[src/design/life_generation_row_stream_macros.svh]
// Assertion macros shared by the row stream design.
`ifndef LIFE_GENERATION_ROW_STREAM_MACROS_SVH
`define LIFE_GENERATION_ROW_STREAM_MACROS_SVH

`ifndef ASSERT_OFF

`define LGRS_ASSERT_ALWAYS(lbl, clk, rst, cond, msg) \
   lbl: assert property (@(posedge clk) disable iff (rst) (cond)) else $error(msg);

`define LGRS_ASSERT_IMPLY(lbl, clk, rst, ante, cons, msg) \
   lbl: assert property (@(posedge clk) disable iff (rst) (ante) |-> (cons)) else $error(msg);

`define LGRS_ASSERT_NEXT(lbl, clk, rst, ante, cons, msg) \
   lbl: assert property (@(posedge clk) disable iff (rst) (ante) |=> (cons)) else $error(msg);

`else

`define LGRS_ASSERT_ALWAYS(lbl, clk, rst, cond, msg)

`define LGRS_ASSERT_IMPLY(lbl, clk, rst, ante, cons, msg)

`define LGRS_ASSERT_NEXT(lbl, clk, rst, ante, cons, msg)

`endif

`endif

[src/design/lgrs_pkg.sv]
package lgrs_pkg;

   localparam int DATA_W      = 64;  // row payload width on the ports
   localparam int ROW_W_DFLT  = 64;  // default number of cells
   localparam int COL_W       = 7;   // column count register width
   localparam int CSR_W       = 8;   // column count padded to a byte
   localparam int QUEUE_DEPTH = 4;
   localparam int QPTR_W      = $clog2(QUEUE_DEPTH);
   localparam int QCNT_W      = $clog2(QUEUE_DEPTH + 1);
   localparam int NCNT_W      = 4;   // neighbor count, 0..8

   localparam logic [NCNT_W-1:0] BIRTH_COUNT   = NCNT_W'(3);
   localparam logic [NCNT_W-1:0] SURVIVE_COUNT = NCNT_W'(2);

   // Bits one cell shows to its neighbors: row above, pending row, new row.
   typedef struct packed {
      logic up;
      logic mid;
      logic dn;
   } tap_type;

   typedef struct packed {
      logic              last;
      logic [DATA_W-1:0] cells;
   } result_type;

   // B3/S23
   function automatic logic life_rule(input logic [NCNT_W-1:0] n, input logic self);
      life_rule = (n == BIRTH_COUNT) || ((n == SURVIVE_COUNT) && self);
   endfunction

endpackage

[src/design/lgrs_cell.sv]
module lgrs_cell import lgrs_pkg::*; (
   input  logic    clock,
   input  logic    reset,
   input  logic    accept,
   input  logic    last,
   input  logic    live,      // column inside the width in use
   input  logic    row_bit,   // this column of the incoming row
   input  tap_type left,
   input  tap_type right,
   output tap_type tap,
   output logic    next_a,    // next gen of the pending row
   output logic    next_b     // next gen of the incoming row (bottom row)
);

   logic              above_ff, above_in;
   logic              pend_ff, pend_in;
   logic [NCNT_W-1:0] n_a, n_b;

   assign tap.up  = above_ff & live;
   assign tap.mid = pend_ff & live;
   assign tap.dn  = row_bit & live;

   assign n_a = NCNT_W'(left.up) + NCNT_W'(tap.up) + NCNT_W'(right.up)
              + NCNT_W'(left.mid) + NCNT_W'(right.mid)
              + NCNT_W'(left.dn) + NCNT_W'(tap.dn) + NCNT_W'(right.dn);

   // bottom row: pending row above, dead row below
   assign n_b = NCNT_W'(left.mid) + NCNT_W'(tap.mid) + NCNT_W'(right.mid)
              + NCNT_W'(left.dn) + NCNT_W'(right.dn);

   assign next_a = live & life_rule(n_a, tap.mid);
   assign next_b = live & life_rule(n_b, tap.dn);

   always_comb begin
      above_in = above_ff;
      pend_in  = pend_ff;
      if (accept) begin
         if (last) begin
            above_in = 1'b0;
            pend_in  = 1'b0;
         end else begin
            above_in = pend_ff;
            pend_in  = row_bit;
         end
      end
   end

   always_ff @(posedge clock) begin
      if (reset) begin
         above_ff <= 1'b0;
         pend_ff  <= 1'b0;
      end else begin
         above_ff <= above_in;
         pend_ff  <= pend_in;
      end
   end

endmodule

[src/design/lgrs_out_queue.sv]
`include "life_generation_row_stream_macros.svh"

module lgrs_out_queue import lgrs_pkg::*; (
   input  logic              clock,
   input  logic              reset,
   input  logic [1:0]        push_n,    // results written this cycle, 0..2
   input  result_type        push0,
   input  result_type        push1,
   output logic              room,      // space for two more results
   output logic              rsp_tvalid,
   input  logic              rsp_tready,
   output logic [DATA_W-1:0] rsp_tdata,
   output logic              rsp_tlast
);

   result_type        q_ff [QUEUE_DEPTH];
   logic [QPTR_W-1:0] wr_ff, wr_in;
   logic [QPTR_W-1:0] rd_ff, rd_in;
   logic [QCNT_W-1:0] cnt_ff, cnt_in;
   logic              pop;

   assign room       = cnt_ff <= QCNT_W'(QUEUE_DEPTH - 2);
   assign rsp_tvalid = cnt_ff != '0;
   assign rsp_tdata  = q_ff[rd_ff].cells;
   assign rsp_tlast  = q_ff[rd_ff].last;
   assign pop        = rsp_tvalid & rsp_tready;

   always_comb begin
      wr_in  = wr_ff + QPTR_W'(push_n);
      rd_in  = rd_ff + QPTR_W'(pop);
      cnt_in = cnt_ff + QCNT_W'(push_n) - QCNT_W'(pop);
   end

   always_ff @(posedge clock) begin
      if (reset) begin
         wr_ff  <= '0;
         rd_ff  <= '0;
         cnt_ff <= '0;
      end else begin
         wr_ff  <= wr_in;
         rd_ff  <= rd_in;
         cnt_ff <= cnt_in;
      end
   end

   always_ff @(posedge clock) begin
      if (push_n != 2'd0) begin
         q_ff[wr_ff] <= push0;
      end
      if (push_n == 2'd2) begin
         q_ff[wr_ff + QPTR_W'(1)] <= push1;
      end
   end

   `LGRS_ASSERT_ALWAYS(a_cnt_bound, clock, reset, cnt_ff <= QCNT_W'(QUEUE_DEPTH), "queue overfilled")
   `LGRS_ASSERT_IMPLY(a_push_room, clock, reset, push_n != 2'd0, room, "push without room")
   `LGRS_ASSERT_NEXT(a_cnt_track, clock, reset, !pop, cnt_ff == $past(cnt_ff) + $past(push_n), "count lost a push")

endmodule

[src/design/life_generation_row_stream.sv]
// One generation of Life (B3/S23) per streamed frame, one row per req transfer.
// Throughput: one row per cycle; req_tready drops only while the 4-entry result
// queue holds more than two results. The bottom row adds one extra result.
// The result for a row is written into the result queue when the row below it is
// taken and leaves it on rsp in order (the bottom row's own result is written right behind it).
// Synchronous active-high reset clears the held rows, the queue and sets 64 columns.
`include "life_generation_row_stream_macros.svh"

module life_generation_row_stream import lgrs_pkg::*; #(
   parameter int ROW_WIDTH = ROW_W_DFLT   // cells in the chain, 3..64
) (
   input  logic              clock,
   input  logic              reset,
   // row input
   input  logic              req_tvalid,
   output logic              req_tready,
   input  logic [DATA_W-1:0] req_tdata,   // [63:0] row_cells
   input  logic              req_tlast,   // final_row
   // next-generation rows
   output logic              rsp_tvalid,
   input  logic              rsp_tready,
   output logic [DATA_W-1:0] rsp_tdata,   // [63:0] next_row_cells
   output logic              rsp_tlast,   // frame_done
   // column count register
   input  logic              csr_tvalid,
   output logic              csr_tready,
   input  logic [CSR_W-1:0]  csr_tdata    // [6:0] columns_in_use, [7] zero
);

   logic [COL_W-1:0]     cols_ff, cols_in;
   logic [COL_W-1:0]     cols_eff;
   logic                 pend_vld_ff, pend_vld_in;
   logic                 accept;
   logic [ROW_WIDTH-1:0] live;
   logic [ROW_WIDTH-1:0] next_a, next_b;
   tap_type              taps [ROW_WIDTH+2];   // zero taps at both grid edges
   logic                 room;
   logic [1:0]           push_n;
   result_type           res_a, res_b, push0;

   // Register port takes a transfer every cycle; writes must come only when idle (not enforced).
   assign csr_tready = 1'b1;
   assign cols_in    = (csr_tvalid && csr_tready) ? csr_tdata[COL_W-1:0] : cols_ff;

   // Zero acts as one column, anything past the chain as the full chain.
   always_comb begin
      cols_eff = cols_ff;
      if (cols_ff == '0) begin
         cols_eff = COL_W'(1);
      end else if (cols_ff > COL_W'(ROW_WIDTH)) begin
         cols_eff = COL_W'(ROW_WIDTH);
      end
   end

   assign req_tready  = room;
   assign accept      = req_tvalid & req_tready;
   assign pend_vld_in = accept ? !req_tlast : pend_vld_ff;

   always_ff @(posedge clock) begin
      if (reset) begin
         cols_ff     <= COL_W'(DATA_W);
         pend_vld_ff <= 1'b0;
      end else begin
         cols_ff     <= cols_in;
         pend_vld_ff <= pend_vld_in;
      end
   end

   // Columns off either end of the chain read as dead.
   assign taps[0]           = '0;
   assign taps[ROW_WIDTH+1] = '0;

   // One cell per column; each holds its bit of the row above and of the pending row
   // and shares those bits and its bit of the incoming row with its two neighbors.
   for (genvar k = 0; k < ROW_WIDTH; k++) begin : g_col
      assign live[k] = COL_W'(k) < cols_eff;

      lgrs_cell u_cell (
         .clock   (clock),
         .reset   (reset),
         .accept  (accept),
         .last    (req_tlast),
         .live    (live[k]),
         .row_bit (req_tdata[k]),
         .left    (taps[k]),
         .right   (taps[k+2]),
         .tap     (taps[k+1]),
         .next_a  (next_a[k]),
         .next_b  (next_b[k])
      );
   end

   // Pending row's result goes first, then the bottom row's own result.
   assign res_a.cells = DATA_W'(next_a);
   assign res_a.last  = 1'b0;
   assign res_b.cells = DATA_W'(next_b);
   assign res_b.last  = 1'b1;

   assign push0  = pend_vld_ff ? res_a : res_b;
   assign push_n = accept ? (2'(pend_vld_ff) + 2'(req_tlast)) : 2'd0;

   lgrs_out_queue u_queue (
      .clock      (clock),
      .reset      (reset),
      .push_n     (push_n),
      .push0      (push0),
      .push1      (res_b),
      .room       (room),
      .rsp_tvalid (rsp_tvalid),
      .rsp_tready (rsp_tready),
      .rsp_tdata  (rsp_tdata),
      .rsp_tlast  (rsp_tlast)
   );

   `LGRS_ASSERT_NEXT(a_last_clears, clock, reset, accept && req_tlast, !pend_vld_ff, "frame end left a pending row")
   `LGRS_ASSERT_NEXT(a_row_holds, clock, reset, accept && !req_tlast, pend_vld_ff, "row not held after transfer")
   `LGRS_ASSERT_IMPLY(a_two_needs_last, clock, reset, push_n == 2'd2, req_tlast && pend_vld_ff, "double push off frame end")

endmodule
[config.mk]
export PLATFORM = sky130hd
export DESIGN_NAME = life_generation_row_stream
export DESIGN_NICKNAME = d
export VERILOG_FILES = /design/src/design/lgrs_pkg.sv /design/src/design/lgrs_cell.sv /design/src/design/lgrs_out_queue.sv /design/src/design/life_generation_row_stream.sv
export VERILOG_INCLUDE_DIRS = /design/src /design/src/design
export SDC_FILE = /design/constraint.sdc
export NUM_CORES = 2
export LEC_CHECK = 0
export BUFFER_PORTS_ARGS = -buffer_cell sky130_fd_sc_hd__buf_2
export CELL_PAD_IN_SITES_DETAIL_PLACEMENT = 0
export CELL_PAD_IN_SITES_GLOBAL_PLACEMENT = 2
export CORE_MARGIN = 10
export CORE_UTILIZATION = 38
export CTS_CLUSTER_DIAMETER = 150
export DETAILED_ROUTE_END_ITERATION = 16
export PLACE_DENSITY = 0.74
export SETUP_SLACK_MARGIN = 0.4
export SKIP_LAST_GASP = 1
export SLEW_MARGIN = 20
export SYNTH_ARGS = -nofsm -noshare
export SYNTH_HDL_FRONTEND = slang
export SYNTH_HIERARCHICAL = 1
export SYNTH_SLANG_ARGS = --single-unit
[constraint.sdc]
create_clock -name clock -period 8 [get_ports clock]
set_input_delay 0.8 -clock clock [delete_from_list [all_inputs] [get_ports clock]]
set_output_delay 0.8 -clock clock [all_outputs]
set_load 0.02 [all_outputs]
### Word level (Yosys, flattened, before mapping)

Memories as Yosys holds them, arrays and structs flattened. A register that Yosys moved wholly into a read port is not among the register bits.
Index checks and enable logic that the tools add are counted.

| word-level totals | value |
|---|---|
| register bits after elaboration | 143 |
| latch bits | 0 |
| memory bits (writable) | 260 |
| ROM bits | 0 |
| input port bits | 78 |
| output and inout bits | 68 |
| word-level logic and storage cells | 1,874 |
| memories | 1 |

Memory list:

| name | words | bits a word | read ports | clocked after memory_dff | write ports | RTL line | text |
|---|---|---|---|---|---|---|---|
| u_queue.q_ff | 4 | 65 | 1 | 1 | 2 | lgrs_out_queue.sv:16 | `result_type q_ff [QUEUE_DEPTH];` |

| operators by class | value |
|---|---|
| add/subtract/negate cells | 698 |
| $mul | 0 |
| div/mod/pow operators | 0 |
| $lt $le $gt $ge | 66 |
| equality and inequality tests | 257 |
| shift operators | 0 |
| muxes and demuxes | 137 |
| bitwise logic cells | 322 |
| reductions and logical operators | 260 |

Operators with widths:

| cell | count |
|---|---|
| adder 4 x 1 -> 4 bit | 566 |
| equality test 4 x 2 -> 1 bit (second input constant) | 256 |
| bitwise AND 1 bit | 322 |
| adder 1 x 1 -> 2 bit | 127 |
| less-than comparator 6 x 7 -> 1 bit (first input constant) | 32 |
| two-way mux 1 bit | 132 |
| logical AND 1 bit | 128 |
| logical OR 1 bit | 128 |
| less-than comparator 5 x 7 -> 1 bit (first input constant) | 16 |
| two-way mux 65 bit | 1 |
| less-than comparator 4 x 7 -> 1 bit (first input constant) | 8 |
| less-than comparator 3 x 7 -> 1 bit (first input constant) | 4 |
| less-than comparator 1 x 7 -> 1 bit (first input constant) | 2 |
| less-than comparator 2 x 7 -> 1 bit (first input constant) | 2 |
| two-way mux 7 bit | 2 |
| > comparator 7 bit (second input constant) | 1 |
| zero test 7 bit | 1 |
| two-way mux 2 bit | 2 |
| adder 3 x 2 -> 3 bit | 1 |
| less-or-equal comparator 3 x 2 -> 1 bit (second input constant) | 1 |
| nonzero test 3 bit | 1 |
| subtractor 3 x 1 -> 3 bit | 1 |
| adder 2 x 1 -> 2 bit | 1 |
| adder 2 x 1 -> 2 bit (second input constant) | 1 |
| 4 further kinds | 4 |

### Longest topological paths before layout

| logic depth | value |
|---|---|
| word-level depth | 17 |
| mapped depth | 20 |

### Cells and area by module

Netlist, hierarchy kept.

Modules (own cells, without submodules):

| module | instances | cells each | area an instance (sq um) | sequential area each (sq um) |
|---|---|---|---|---|
| lgrs_cell (g_col[0].u_cell ...) | 41 | 43 | 357.8 | 40.0 |
| lgrs_out_queue | 1 | 673 | 12,934.9 | 7,947.6 |
| lgrs_cell (g_col[1].u_cell ...) | 23 | 43 | 370.4 | 40.0 |
| life_generation_row_stream | 1 | 214 | 1,741.7 | 160.2 |

### Least setup slack after synthesis

No wires, ideal clock.

| timing path | value |
|---|---|
| path kind | input -> register |
| start point | in req_tlast |
| end point | mem u_queue/q_ff[0][0] (netlist name), enable pin |
| library setup time | 0.578 ns |
| arrival time | 6.043 ns |
| setup slack | 1.379 ns |
| stages | 4 |
| cell sequence | ha_1 and3_1 o21bai_1 o21ai_0 |

RTL lines:

| what | RTL line | text |
|---|---|---|
| from (decl) | life_generation_row_stream.sv:18 | `input logic req_tlast,` |
| to (decl) | lgrs_out_queue.sv:16 |  |

==> flow_summary_export.csv <==
group,metric,value,unit
run_status,run_status,"complete, no violations",
critical_path,reg2regPathDepth,17,
synth,synth.most_common_cell,"inv_1",
timing,max-slew-margin-rel,25.2,%
critical_path,r2r_end,"u_queue/q_ff[0][7]",
critical_path,critPathBufInv,4,
power_and_ir_drop,internal_power,5510,uW
critical_path,criticalPathCategory,"flop to flop",
power_and_ir_drop,clockPowerShare,31.2,%
route,viasPerCell,4.91,
route,vias,25301,
global_route,grt_usage,18.2,%
clock_network,htreeDepth,2,
timing,timing.final.crit_share,74.4,%
worst_hold_path,hold-path-cell-count,2,
worst_hold_path,worstHoldPathType,"input pin to flop",
synth,synth_top_cell_by_area,"edfxtp_1",
timing,hold_viol_final,0,
critical_path,r2r_start,"cols_ff[6]",
layout,drive_gt1_share,18.1,%
floorplanning,die-area,0.113,mm^2
clock_network,clkLatencyLatePin,660,ps
power_and_ir_drop,sw_frac_of_total,35.6,%
power_and_ir_drop,leakage,0.0200,uW
global_route,grt_overflow_total,0,
route,routed_wl,101000,um
synth,synth_top_area_share,20.6,%
synth,synth_edf_count,260,
synth,synth_cells,3639,
critical_path,crit_cells,17,
critical_path,timing.critical_path.mode_cell,"fa_1",
synth,syn_area_per_cell,10.4,um^2
critical_path,worstSetupEndpointType,"flop",
layout,fill_cells,9627,
floorplanning,rows,115,
synth,ys_async_sr_fraction,0,%
floorplanning,die_h,336,um
critical_path,cp-startpoint,"cols_ff[6]",
timing,tightestPinTransition,1120,ps
floorplanning,initial_core_util,38.4,%
floorplanning,io_pins,146,
timing,rsz0062_at_grt,"false",
synth,post_synth_num_cell_types,51,
timing,finalWorstPathRequiredPeriod,5950,ps
timing,setup_viol,0,
clock_network,numCtsBuffers,54,
critical_path,rrSetupSlack,2050,ps
worst_hold_path,hp-start,"csr_tdata[6]",
route,wl_per_cell,19.6,um
power_and_ir_drop,seqPwrFrac,30.8,%
floorplanning,core-area,0.0986,mm^2
synth,seq_area_frac_synth,28.2,%
layout,multiInputGateArea,0.0235,mm^2
critical_path,cp.arrival,6340,ps
synth,yosys_warnings,6,
synth,synth.top_cells.by_area,"edfxtp_1 (21%), fa_1 (20%), mux2_2 (9.7%)",
synth,ys_ff_latch,403,
floorplanning,die_w,336,um
place,placement.io_buffers,143,
timing,finalSetupTns,0,ps
clock_network,post_cts_buffers,0,
run,maxCapViolCount,0,
layout,syn_to_final_growth,11.2,%
power_and_ir_drop,p_comb_share,38.0,%
clock_network,tritoncts,"done",
layout,final-seq-area,0.0107,mm^2
critical_path,path_delay_family,"adder cells",
synth,synth_ff_type,"edfxtp_1",
clock_network,clock-root-buffer,"clkbuf_16",
timing,fmax,0.168,GHz
clock_network,cts_num_sinks,403,
clock_network,cts_resized,0,
power_and_ir_drop,vdd.ir_drop.worst,204,uV
timing,fin_skew,35.4,ps
route,drc,0,
route,drt-initial-drc-count,1221,
layout,nets,4535,
clock_network,clk_pin_slew,60,ps
critical_path,crit_fanout,19,
synth,yosys-top-cells-count,"inv_1 (906), fa_1 (385), mux2_2 (326)",
clock_network,hold_buffers,0,
route,dr.pass1.iters,4,
place,finalWeightedCongestion,0.813,
global_route,grt_start_max_net_pins,180,
critical_path,crit_chain,"nor2_8 > inv_2 > nor2_1 > o21ai_0 > nand2_1 > inv_1 > inv_1 > fa_1 > fa_1 > fa_1 > inv_1 > ha_1 > fa_1 > o2111ai_1 > a21oi_1 > mux2_2 > mux2_2",
global_route,grt_antenna_before_repair,9,
critical_path,startpoint_type,"flop",
power_and_ir_drop,power.density,203,mW/mm^2
synth,synth_area,0.0379,mm^2
power_and_ir_drop,power.total,8560,uW
timing,fin_hold_ws,412,ps
critical_path,worst_ep_required_time,8390,ps
clock_network,cts_buffer_depth,3,
worst_hold_path,min_to,"cols_ff[6]",
critical_path,cp_slowest_cell,"nor2_1",
critical_path,critPathMaxStageDelay,710,ps
global_route,grt_pass1_vias,27184,
timing,maxSlewViolCount,0,
global_route,grt_pass1_wl,159000,um
place,hpwl,72800,um
power_and_ir_drop,p_switching,3050,uW
route,antenna_left,0,
-- layout by cell type, fill, tap and decap left out, types with 70 or more instances in the layout --
cell type / instances
fa_1: 385
nand3b_1: 193
nor2b_1: 70
ha_1: 260
edfxtp_1: 260
nand2b_1: 173
buf_2: 141
a21oi_1: 186
nand2_1: 309
inv_1: 906
dfxtp_1: 140
mux2_2: 326
-- cell type report --
cell class / instances / share of cell area, %
diodes: 4 / 0.0238
clock buffers: 67 / 3.45
clock inverters: 35 / 1.14
inverters: 907 / 8.09
multi-input cells: 2275 / 55.8
flip-flops and latches: 403 / 25.4
well taps: 1287 / 3.83
repair buffers: 171 / 2.33
-- logic make-up after synthesis --
family / after synthesis / share of synthesized area, %
buf+inv: 975 / 10.1
simple gates: 872 / 12.8
fa+ha+maj: 645 / 28.9
flops: 403 / 28.2
mux: 399 / 13.8
compound gates: 341 / 6.05
other cells: 2 / 0.0198
xor+xnor: 2 / 0.119
-- how the worst max path moves through the flow --
stage                          endpoint  slack [ps]
floorplan            u_queue/q_ff[0][0]        1380
global placement    u_queue/q_ff[3][15]        1990
detailed placement  u_queue/q_ff[3][15]        1930
CTS                 u_queue/q_ff[3][15]        1940
global route        u_queue/q_ff[3][15]        1640
finish               u_queue/q_ff[0][7]        2050
-- through the flow --
step / utilization [%] / instance area, um^2 / worst slack, ps / cells
finish: 42.7 / 42100 / 2050 / 5149
global route: 42.7 / 42100 / 1640 / 5145
CTS: 42.7 / 42000 / 1940 / 5143
detailed placement: 40.7 / 40100 / 1930 / 5041
global placement: 40.7 / 40100 / 1990 / 5041
floorplan: - / 37900 / 1380 / 3653
-- flip-flops by register name (all words and copies together) (netlist names) --
register and cells:
u_queue/wr_ff 2, u_queue/cnt_ff 3, u_queue/rd_ff 2, g_col.u_cell/above_ff 64
cols_ff 7, g_col.u_cell/pend_ff 64, pend_vld_ff 1, u_queue/q_ff 260
-- power groups by stage --
stage	combinational, uW	sequential, uW	clock, uW
6_report	3260	2640	2670
5_1_grt	3700	2660	2810
4_1_cts	3320	2640	2750
3_5_place_dp	3290	2690	0
3_3_place_gp	3260	2680	0
2_1_floorplan	2430	2610	0
-- worst register-to-register path, delay by kind of cell (launching register included) --
kind,cells,cell delay (ps)
and+or+nand+nor,3,1400
DFF,1,510
adders and majority gates,5,2030
buffers and inverters,4,450
muxes,2,570
AOI/OAI and AO/OA,3,720
-- per-layer routing --
metal | wire length [um] | vias to the layer above | track usage, %
met4 | 1810 | 6 | 3.92
li1 | - | 12257 | -
met1 | 47700 | 12632 | 24.8
met3 | 3700 | 99 | 2.51
met2 | 47800 | 307 | 30.4
met5 | 38 | - | 0
Note: power is estimated with default switching activity, not from simulation.
